--- src/rtl/tsfr_pkg.sv ---
// ----------------------------------------------------------------------------
// tsfr_pkg
// Shared types, constants and the crc-16/modbus byte update for the torque
// and speed frame receiver.
// ----------------------------------------------------------------------------
package tsfr_pkg;

   localparam logic [15:0] CRC_INIT       = 16'hFFFF;
   localparam logic [15:0] CRC_POLY       = 16'hA001;
   localparam logic [12:0] PI_OVER_30_Q16 = 13'd6863;
   localparam logic [43:0] ROUND_HALF     = 44'h0_0000_8000;
   localparam logic [3:0]  ERROR_LIMIT_RESET = 4'd3;

   localparam logic [2:0]  POS_FIRST  = 3'd0;
   localparam logic [2:0]  POS_CRC_LO = 3'd4;
   localparam logic [2:0]  POS_LAST   = 3'd5;

   // controller commands to the datapath
   typedef struct packed {
      logic store;       // request taken: update position, crc, frame bytes
      logic load_err;    // crc mismatch: load error response
      logic start_mul;   // good frame: latch torque x speed product
      logic mul2;        // scale by pi/30
      logic load_ok;     // round and load good response
   } cmd_type;

   // datapath status to the controller
   typedef struct packed {
      logic last_byte;   // next byte completes a frame
      logic restart;     // request carries a restart
      logic crc_match;   // received crc equals the running crc
      logic out_full;    // response register occupied
   } status_type;

   function automatic logic [15:0] crc_add(input logic [15:0] crc,
                                           input logic [7:0]  data);
      logic [15:0] c;
      c = crc ^ {8'h00, data};
      for (int k = 0; k < 8; k++) begin
         if (c[0]) begin
            c = (c >> 1) ^ CRC_POLY;
         end else begin
            c = c >> 1;
         end
      end
      return c;
   endfunction

endpackage

--- src/rtl/tsfr_ctrl.sv ---
// ----------------------------------------------------------------------------
// tsfr_ctrl
// Controller: takes requests and sequences the power computation of a good
// frame over two multiply steps and a rounding step.
// ----------------------------------------------------------------------------
module tsfr_ctrl (
   input  logic                  clock,
   input  logic                  reset,
   input  logic                  req_valid,
   output logic                  req_ready,
   input  tsfr_pkg::status_type  status,
   output tsfr_pkg::cmd_type     cmd
);

   localparam logic [1:0] ST_IDLE = 2'd0;
   localparam logic [1:0] ST_MUL  = 2'd1;
   localparam logic [1:0] ST_DONE = 2'd2;

   logic [1:0] state_ff;
   logic [1:0] state_in;
   logic       take;

   // the frame-completing byte waits until the response register is free
   assign req_ready = (state_ff == ST_IDLE) && (!status.last_byte || !status.out_full);
   assign take      = req_valid && req_ready;

   always_comb begin
      state_in = state_ff;
      cmd      = '0;
      unique case (state_ff)
         ST_IDLE: begin
            if (take) begin
               cmd.store = 1'b1;
               if (status.last_byte && !status.restart) begin
                  if (status.crc_match) begin
                     cmd.start_mul = 1'b1;
                     state_in      = ST_MUL;
                  end else begin
                     cmd.load_err = 1'b1;
                  end
               end
            end
         end
         ST_MUL: begin
            cmd.mul2 = 1'b1;
            state_in = ST_DONE;
         end
         ST_DONE: begin
            cmd.load_ok = 1'b1;
            state_in    = ST_IDLE;
         end
         default: begin
            state_in = ST_IDLE;
         end
      endcase
   end

   always_ff @(posedge clock) begin
      if (reset) begin
         state_ff <= ST_IDLE;
      end else begin
         state_ff <= state_in;
      end
   end

   a_mul_follows: assert property (@(posedge clock) disable iff (reset)
      cmd.start_mul |=> cmd.mul2 ##1 cmd.load_ok)
      else $error("power sequence broken");

   a_busy_no_take: assert property (@(posedge clock) disable iff (reset)
      (state_ff != ST_IDLE) |-> !cmd.store)
      else $error("request taken while busy");

endmodule

--- src/rtl/tsfr_datapath.sv ---
// ----------------------------------------------------------------------------
// tsfr_datapath
// Frame position, running crc, frame bytes, error count, power multiplier
// and the response register.
// ----------------------------------------------------------------------------
module tsfr_datapath (
   input  logic                  clock,
   input  logic                  reset,
   input  tsfr_pkg::cmd_type     cmd,
   output tsfr_pkg::status_type  status,
   input  logic [7:0]            req_data_byte,
   input  logic                  req_restart,
   input  logic                  csr_wr_en,
   input  logic [3:0]            csr_wr_data,
   output logic                  rsp_valid,
   input  logic                  rsp_ready,
   output logic                  rsp_frame_ok,
   output logic                  rsp_reconnect_request,
   output logic signed [16:0]    rsp_torque_tenths,
   output logic [14:0]           rsp_shaft_speed,
   output logic signed [28:0]    rsp_power_tenths
);

   logic [3:0]  error_limit_ff;
   logic [2:0]  pos_ff;
   logic [2:0]  pos_eff;
   logic [15:0] crc_ff;
   logic [3:0]  err_ff;
   logic [3:0]  err_in;
   logic [7:0]  frame_ff [5];
   logic        rsp_valid_ff;

   logic        neg_ff;
   logic [14:0] speed_ff;
   logic [15:0] mag_ff;
   logic [30:0] prod1_ff;
   logic [43:0] prod2_ff;
   logic [43:0] rounded;
   logic [27:0] pw;
   logic [15:0] mag_now;
   logic [14:0] speed_now;

   logic        frame_ok_ff;
   logic        reconnect_ff;
   logic [16:0] torque_ff;
   logic [14:0] speed_out_ff;
   logic [28:0] power_ff;

   // stray positions count as the first byte
   assign pos_eff = (pos_ff > tsfr_pkg::POS_LAST) ? tsfr_pkg::POS_FIRST : pos_ff;

   assign status.last_byte = (pos_eff == tsfr_pkg::POS_LAST);
   assign status.restart   = req_restart;
   assign status.crc_match = ({req_data_byte, frame_ff[4]} == crc_ff);
   assign status.out_full  = rsp_valid_ff;

   assign err_in    = err_ff + 4'd1;
   assign mag_now   = {frame_ff[0], frame_ff[1]};
   assign speed_now = {frame_ff[2][6:0], frame_ff[3]};
   assign rounded   = prod2_ff + tsfr_pkg::ROUND_HALF;
   assign pw        = rounded[43:16];

   // control state
   always_ff @(posedge clock) begin
      if (reset) begin
         error_limit_ff <= tsfr_pkg::ERROR_LIMIT_RESET;
         pos_ff         <= tsfr_pkg::POS_FIRST;
         crc_ff         <= tsfr_pkg::CRC_INIT;
         err_ff         <= 4'd0;
         rsp_valid_ff   <= 1'b0;
      end else begin
         if (csr_wr_en) begin
            error_limit_ff <= csr_wr_data;
         end
         if (cmd.store) begin
            if (req_restart) begin
               pos_ff <= tsfr_pkg::POS_FIRST;
               crc_ff <= tsfr_pkg::CRC_INIT;
               err_ff <= 4'd0;
            end else if (pos_eff < tsfr_pkg::POS_CRC_LO) begin
               crc_ff <= tsfr_pkg::crc_add(crc_ff, req_data_byte);
               pos_ff <= pos_eff + 3'd1;
            end else if (pos_eff == tsfr_pkg::POS_CRC_LO) begin
               pos_ff <= tsfr_pkg::POS_LAST;
            end else begin
               pos_ff <= tsfr_pkg::POS_FIRST;
               crc_ff <= tsfr_pkg::CRC_INIT;
            end
         end
         if (cmd.start_mul) begin
            err_ff <= 4'd0;
         end else if (cmd.load_err) begin
            err_ff <= (err_in >= error_limit_ff) ? 4'd0 : err_in;
         end
         if (cmd.load_err || cmd.load_ok) begin
            rsp_valid_ff <= 1'b1;
         end else if (rsp_ready) begin
            rsp_valid_ff <= 1'b0;
         end
      end
   end

   // payload
   always_ff @(posedge clock) begin
      if (cmd.store && !req_restart && (pos_eff <= tsfr_pkg::POS_CRC_LO)) begin
         frame_ff[pos_eff] <= req_data_byte;
      end
      if (cmd.start_mul) begin
         neg_ff   <= frame_ff[2][7];
         speed_ff <= speed_now;
         mag_ff   <= mag_now;
         prod1_ff <= 31'(mag_now) * 31'(speed_now);
      end
      if (cmd.mul2) begin
         prod2_ff <= 44'(prod1_ff) * 44'(tsfr_pkg::PI_OVER_30_Q16);
      end
      if (cmd.load_err) begin
         frame_ok_ff  <= 1'b0;
         reconnect_ff <= (err_in >= error_limit_ff);
         torque_ff    <= 17'd0;
         speed_out_ff <= 15'd0;
         power_ff     <= 29'd0;
      end else if (cmd.load_ok) begin
         frame_ok_ff  <= 1'b1;
         reconnect_ff <= 1'b0;
         torque_ff    <= neg_ff ? (17'd0 - {1'b0, mag_ff}) : {1'b0, mag_ff};
         speed_out_ff <= speed_ff;
         power_ff     <= neg_ff ? (29'd0 - {1'b0, pw}) : {1'b0, pw};
      end
   end

   assign rsp_valid             = rsp_valid_ff;
   assign rsp_frame_ok          = frame_ok_ff;
   assign rsp_reconnect_request = reconnect_ff;
   assign rsp_torque_tenths     = torque_ff;
   assign rsp_shaft_speed       = speed_out_ff;
   assign rsp_power_tenths      = power_ff;

   a_pos_range: assert property (@(posedge clock) disable iff (reset)
      (pos_ff != 3'd6) && (pos_ff != 3'd7))
      else $error("frame position out of range");

   a_no_overwrite: assert property (@(posedge clock) disable iff (reset)
      (cmd.load_err || cmd.load_ok) |-> !rsp_valid_ff)
      else $error("response register overwritten");

   a_err_zero_payload: assert property (@(posedge clock) disable iff (reset)
      (rsp_valid_ff && !frame_ok_ff) |->
         (torque_ff == 17'd0) && (speed_out_ff == 15'd0) && (power_ff == 29'd0))
      else $error("crc error response carries data");

   a_ok_no_reconnect: assert property (@(posedge clock) disable iff (reset)
      (rsp_valid_ff && frame_ok_ff) |-> !reconnect_ff)
      else $error("reconnect on good frame");

endmodule

--- src/rtl/torque_speed_frame_receiver_core.sv ---
// ----------------------------------------------------------------------------
// torque_speed_frame_receiver_core
// Assembles six-byte sensor frames, checks crc-16/modbus and reports torque,
// speed and power, or a crc error with a reconnect flag.
// ----------------------------------------------------------------------------
// Usage
//   req_*  : one received byte per request, or a restart (req_restart = 1)
//            that clears the frame position, crc and error count.
//   rsp_*  : one response per sixth byte of a frame; nothing for other bytes.
//   csr_*  : error_limit, written with csr_wr_en while the block is idle.
// Timing
//   bytes 1..5 of a frame and restarts are taken one per cycle, back to back, while no good frame is computing.
//   a crc error loads the response on the accepting edge (visible next cycle).
//   a good frame goes through a torque x speed multiply, a pi/30 scale
//   multiply, then round and load; requests are held off meanwhile.
// Stall
//   bytes 1..5 keep flowing while a response waits; any request at the sixth
//   position, byte or restart, is held until the response register is free.
// Reset
//   synchronous; clears position, crc, error count, the response valid flag,
//   and sets error_limit to 3. frame bytes and response payload are not cleared.
// ----------------------------------------------------------------------------
module torque_speed_frame_receiver_core (
   input  logic                clock,
   input  logic                reset,
   input  logic                req_valid,
   output logic                req_ready,
   input  logic [7:0]          req_data_byte,
   input  logic                req_restart,
   output logic                rsp_valid,
   input  logic                rsp_ready,
   output logic                rsp_frame_ok,
   output logic                rsp_reconnect_request,
   output logic signed [16:0]  rsp_torque_tenths,
   output logic [14:0]         rsp_shaft_speed,
   output logic signed [28:0]  rsp_power_tenths,
   input  logic                csr_wr_en,
   input  logic [3:0]          csr_wr_data
);

   tsfr_pkg::cmd_type    cmd;
   tsfr_pkg::status_type status;

   tsfr_ctrl u_ctrl (
      .clock     (clock),
      .reset     (reset),
      .req_valid (req_valid),
      .req_ready (req_ready),
      .status    (status),
      .cmd       (cmd)
   );

   tsfr_datapath u_datapath (
      .clock                 (clock),
      .reset                 (reset),
      .cmd                   (cmd),
      .status                (status),
      .req_data_byte         (req_data_byte),
      .req_restart           (req_restart),
      .csr_wr_en             (csr_wr_en),
      .csr_wr_data           (csr_wr_data),
      .rsp_valid             (rsp_valid),
      .rsp_ready             (rsp_ready),
      .rsp_frame_ok          (rsp_frame_ok),
      .rsp_reconnect_request (rsp_reconnect_request),
      .rsp_torque_tenths     (rsp_torque_tenths),
      .rsp_shaft_speed       (rsp_shaft_speed),
      .rsp_power_tenths      (rsp_power_tenths)
   );

endmodule
--- config.mk ---
export PLATFORM = sky130hd
export DESIGN_NAME = torque_speed_frame_receiver_core
export DESIGN_NICKNAME = d
export VERILOG_FILES = /design/src/rtl/tsfr_pkg.sv /design/src/rtl/tsfr_ctrl.sv /design/src/rtl/tsfr_datapath.sv /design/src/rtl/torque_speed_frame_receiver_core.sv
export SDC_FILE = /design/constraint.sdc
export NUM_CORES = 1
export LEC_CHECK = 0
export ABC_CLOCK_PERIOD_IN_PS = 8700
export BUFFER_PORTS_ARGS = -buffer_cell sky130_fd_sc_hd__clkbuf_2
export CAP_MARGIN = 20
export CELL_PAD_IN_SITES_DETAIL_PLACEMENT = 1
export CELL_PAD_IN_SITES_GLOBAL_PLACEMENT = 1
export CORE_AREA = 4 4 260 262
export DETAILED_ROUTE_END_ITERATION = 8
export DIE_AREA = 0 0 264 266
export PLACE_DENSITY = 0.65
export SYNTH_ARGS = -nofsm -noshare
export SYNTH_HDL_FRONTEND = slang
export SYNTH_SLANG_ARGS = --single-unit
--- constraint.sdc ---
create_clock -name clock -period 8.7 [get_ports clock]
set_clock_uncertainty 0.05 [all_clocks]
set_input_delay 0.435 -clock clock [delete_from_list [all_inputs] [get_ports clock]]
set_output_delay 0.435 -clock clock [all_outputs]
set_load 0.01 [all_outputs]
==> reports/summary.json <==
{
  "power": {
    "maximum_ir_drop_on_the_vdd_rail_mv": 0.138,
    "powerDensity_nw_per_um2": 125,
    "power_leakage_nw": 13.4,
    "total_power_mw": 3.51
  },
  "timing": {
    "timing.final.setup_violations": 0,
    "achievable-frequency_mhz": 134,
    "slew_viol_final": 0,
    "final_min_period_over_clock_period_pct": 85.8,
    "final-hold-violation-count": 0,
    "setup_total_negative_slack_ns": 0,
    "finalCriticalPeriod_ns": 7.46,
    "tightest_slew_ns": 0.890,
    "maxSlewHeadroom_pct": 40.7,
    "unrepaired_setup_endpoints_after_global_routing": "false"
  },
  "logic_synthesis": {
    "mappedNetlistNets": 3328,
    "synthDominantAreaCellType": "fa_1",
    "synth_async_sr_flop_share_pct": 0,
    "post_synth_num_cell_types": 67,
    "synth.ff_latch_count": 225,
    "syn_area_per_cell_um2": 9.76,
    "synth_top_flop_cell": "edfxtp_1",
    "synth_commonest_cells": "589 x inv_1, 374 x fa_1, 277 x ha_1, 236 x nand2_1, 158 x and2_1",
    "synthTopCellsByArea": "fa_1 29%, edfxtp_1 15%, ha_1 13%, inv_1 8.5%, dfxtp_1 7.1%",
    "synth_most_common_cell": "inv_1",
    "synth-edff-count": 133,
    "synth_warnings": 0,
    "synth_sequential_area_ratio_pct": 22.5,
    "yosysTopAreaCellShare_pct": 28.8,
    "syn_area_um2": 26000,
    "netlist_instances": 2659
  },
  "detailed_routing": {
    "wl_per_cell_um": 18.4,
    "route.final.wire_length_mm": 66.1,
    "remaining_drc_errors": 0,
    "drt_first_iter_violations": 673,
    "dr_total_vias": 18087,
    "vias_per_cell": 5.03,
    "drt_first_pass_iters": 5,
    "antenna_left": 0
  },
  "clocking": {
    "cts_tree": "yes",
    "numCtsBuffers": 27,
    "clock_tree.htree_level_count": 1,
    "cts_buffer_depth": 3,
    "clockRootBuffer": "clkbuf_16",
    "clock_latency_on_the_worst_skew_pair_ns": 0.57,
    "cts.sink_count": 225,
    "number_of_gates_resized_after_cts": 0,
    "hold_buffers": 0,
    "cts_clk_pin_slew_worst_paths_ns": 0.06,
    "cts.repair_timing.setup_buffer_count": 0
  },
  "flow_run": {
    "maxCapViolations": 0
  },
  "final_layout": {
    "nFillCells": 7503,
    "diodes": 0,
    "flow.area_growth_from_synthesis_pct": 8.50,
    "layout-drive-gt1-share_pct": 6.01,
    "seq_area_um2": 5840,
    "multi_input_area_um2": 17600,
    "fin_nets": 3377,
    "finalInstanceArea_um2": 28200
  },
  "floorplanning": {
    "boundaryPins": 83,
    "die_h_um": 266,
    "placementRows": 94,
    "total_die_area_um2": 70200,
    "core_area_um2": 65400,
    "floorplan.initialDensity_pct": 39.7,
    "die-width_um": 264
  },
  "critical_path": {
    "worst_ep_arrival_time_ns": 7.72,
    "crit_type": "reg2reg",
    "critPathCaptureType": "flip-flop",
    "timing.critical_path.fanout_max": 17,
    "required_ns": 8.96,
    "setup.worst_path.start_class": "flip-flop"
  },
  "global_routing": {
    "grt_start_max_net_pins": 70,
    "grt.total_usage_pct": 18.9,
    "global_route.overflow_total": 0,
    "grt_antenna_before_repair": 1,
    "first_global_vias": 20158,
    "global_route_wire_length_before_repair_mm": 108
  },
  "outcome": {
    "run_status": "finished, final reports clean"
  },
  "placement": {
    "place_congestion": 0.834,
    "port_buffers": 82,
    "place.detailed.hpwl_mm": 53.4,
    "post_dp_cell_area_um2": 27300
  },
  "hold_path": {
    "hold_path_class": "in2reg"
  }
}
-- state kept, by name, indices dropped and copies added, names as in the netlist --
signal                            count
u_ctrl.state_ff                       2
u_datapath.crc_ff                    16
u_datapath.err_ff                     4
u_datapath.error_limit_ff             4
u_datapath.frame_ff                  40
u_datapath.mag_ff                    16
u_datapath.neg_ff                     1
u_datapath.pos_ff                     3
u_datapath.prod1_ff                  31
u_datapath.prod2_ff                  29
u_datapath.rsp_frame_ok               1
u_datapath.rsp_power_tenths          29
u_datapath.rsp_reconnect_request      1
u_datapath.rsp_shaft_speed           15
u_datapath.rsp_torque_tenths         17
u_datapath.rsp_valid                  1
u_datapath.speed_ff                  15
-- power by group --
group	internal (mW)	switching, mW
Clock	0.662	0.490
Combinational	0.464	0.699
Sequential	1.18	0.0121
-- per-stage QoR --
stage | hold slack, ns | instances | setup slack, ns | util (%)
CTS | 0.00352 | 3591 | 0.845 | 43.0
finish | 0.0355 | 3593 | 1.24 | 43.1
global route | 0.0341 | 3593 | 0.863 | 43.1
detailed placement | 0.366 | 3541 | 0.902 | 41.7
floorplan | 0.350 | 2659 | 2.08 | -
global placement | 0.355 | 3541 | 1.15 | 41.7
-- final cells by class --
class / count / share of cell area (%)
Clock buffer: 34 / 2.61
Clock inverter: 16 / 0.542
Inverter: 589 / 7.85
Multi-Input combinational cell: 1767 / 62.5
Sequential cell: 225 / 20.7
Timing Repair Buffer: 98 / 1.89
Tap cell: 864 / 3.84
-- cell usage in the layout, fill, tap and decap left out, drive strengths merged, types with 66 or more instances in the layout --
master and instances:
fa 374, nor2 77, nand2 236, o21ai 66
ha 277, clkbuf 116, edfxtp 133, a21oi 101
inv 593, dfxtp 92, xnor2 90, and2 159
-- worst max-delay path: stages, from the launching register on --
cell and delay (ns):
edfxtp_1 0.64, and2_1 0.29, fa_1 0.56, inv_1 0.06
fa_1 0.53, inv_1 0.05, fa_1 0.51, fa_1 0.46
fa_1 0.51, inv_1 0.05, fa_1 0.47, inv_1 0.04
ha_1 0.38, a21o_1 0.21, a2111oi_0 0.45, o21ai_0 0.23
a2111oi_0 0.61, dlymetal6s2s_1 0.25, o21ai_0 0.15, a31oi_1 0.20
a21boi_0 0.18, mux2i_1 0.19, o2111ai_1 0.13
-- layer usage --
metal | vias up | track usage (%) | wire, µm
li1 | 8522 | - | -
met1 | 9317 | 24.2 | 28500
met2 | 179 | 35.3 | 34800
met3 | 69 | 1.40 | 1300
met4 | 0 | 4.00 | 1470
met5 | - | 0 | 0
-- final timing paths --
check                       startpoint                      endpoint  slack [ns]  depth (start not counted)
max          u_datapath.frame_ff[3][0]       u_datapath.prod1_ff[29]        1.24                         22
min                     csr_wr_data[1]  u_datapath.error_limit_ff[1]        0.04                          3
max reg2reg  u_datapath.frame_ff[3][0]       u_datapath.prod1_ff[29]        1.24                         22
min reg2reg  u_datapath.frame_ff[2][7]             u_datapath.neg_ff        0.38                          0
-- cell families after synthesis --
family / Yosys count / synth area share (%)
multiplexers: 11 / 0.434
XOR/XNOR: 151 / 5.10
flip-flops: 225 / 22.5
adder cells (fa/ha/maj): 651 / 42.2
AND/OR/NAND/NOR: 646 / 12.5
buffers and inverters: 667 / 9.76
AO/OA/AOI/OAI: 308 / 7.49
No activity file was read; power rests on OpenSTA's default activity.
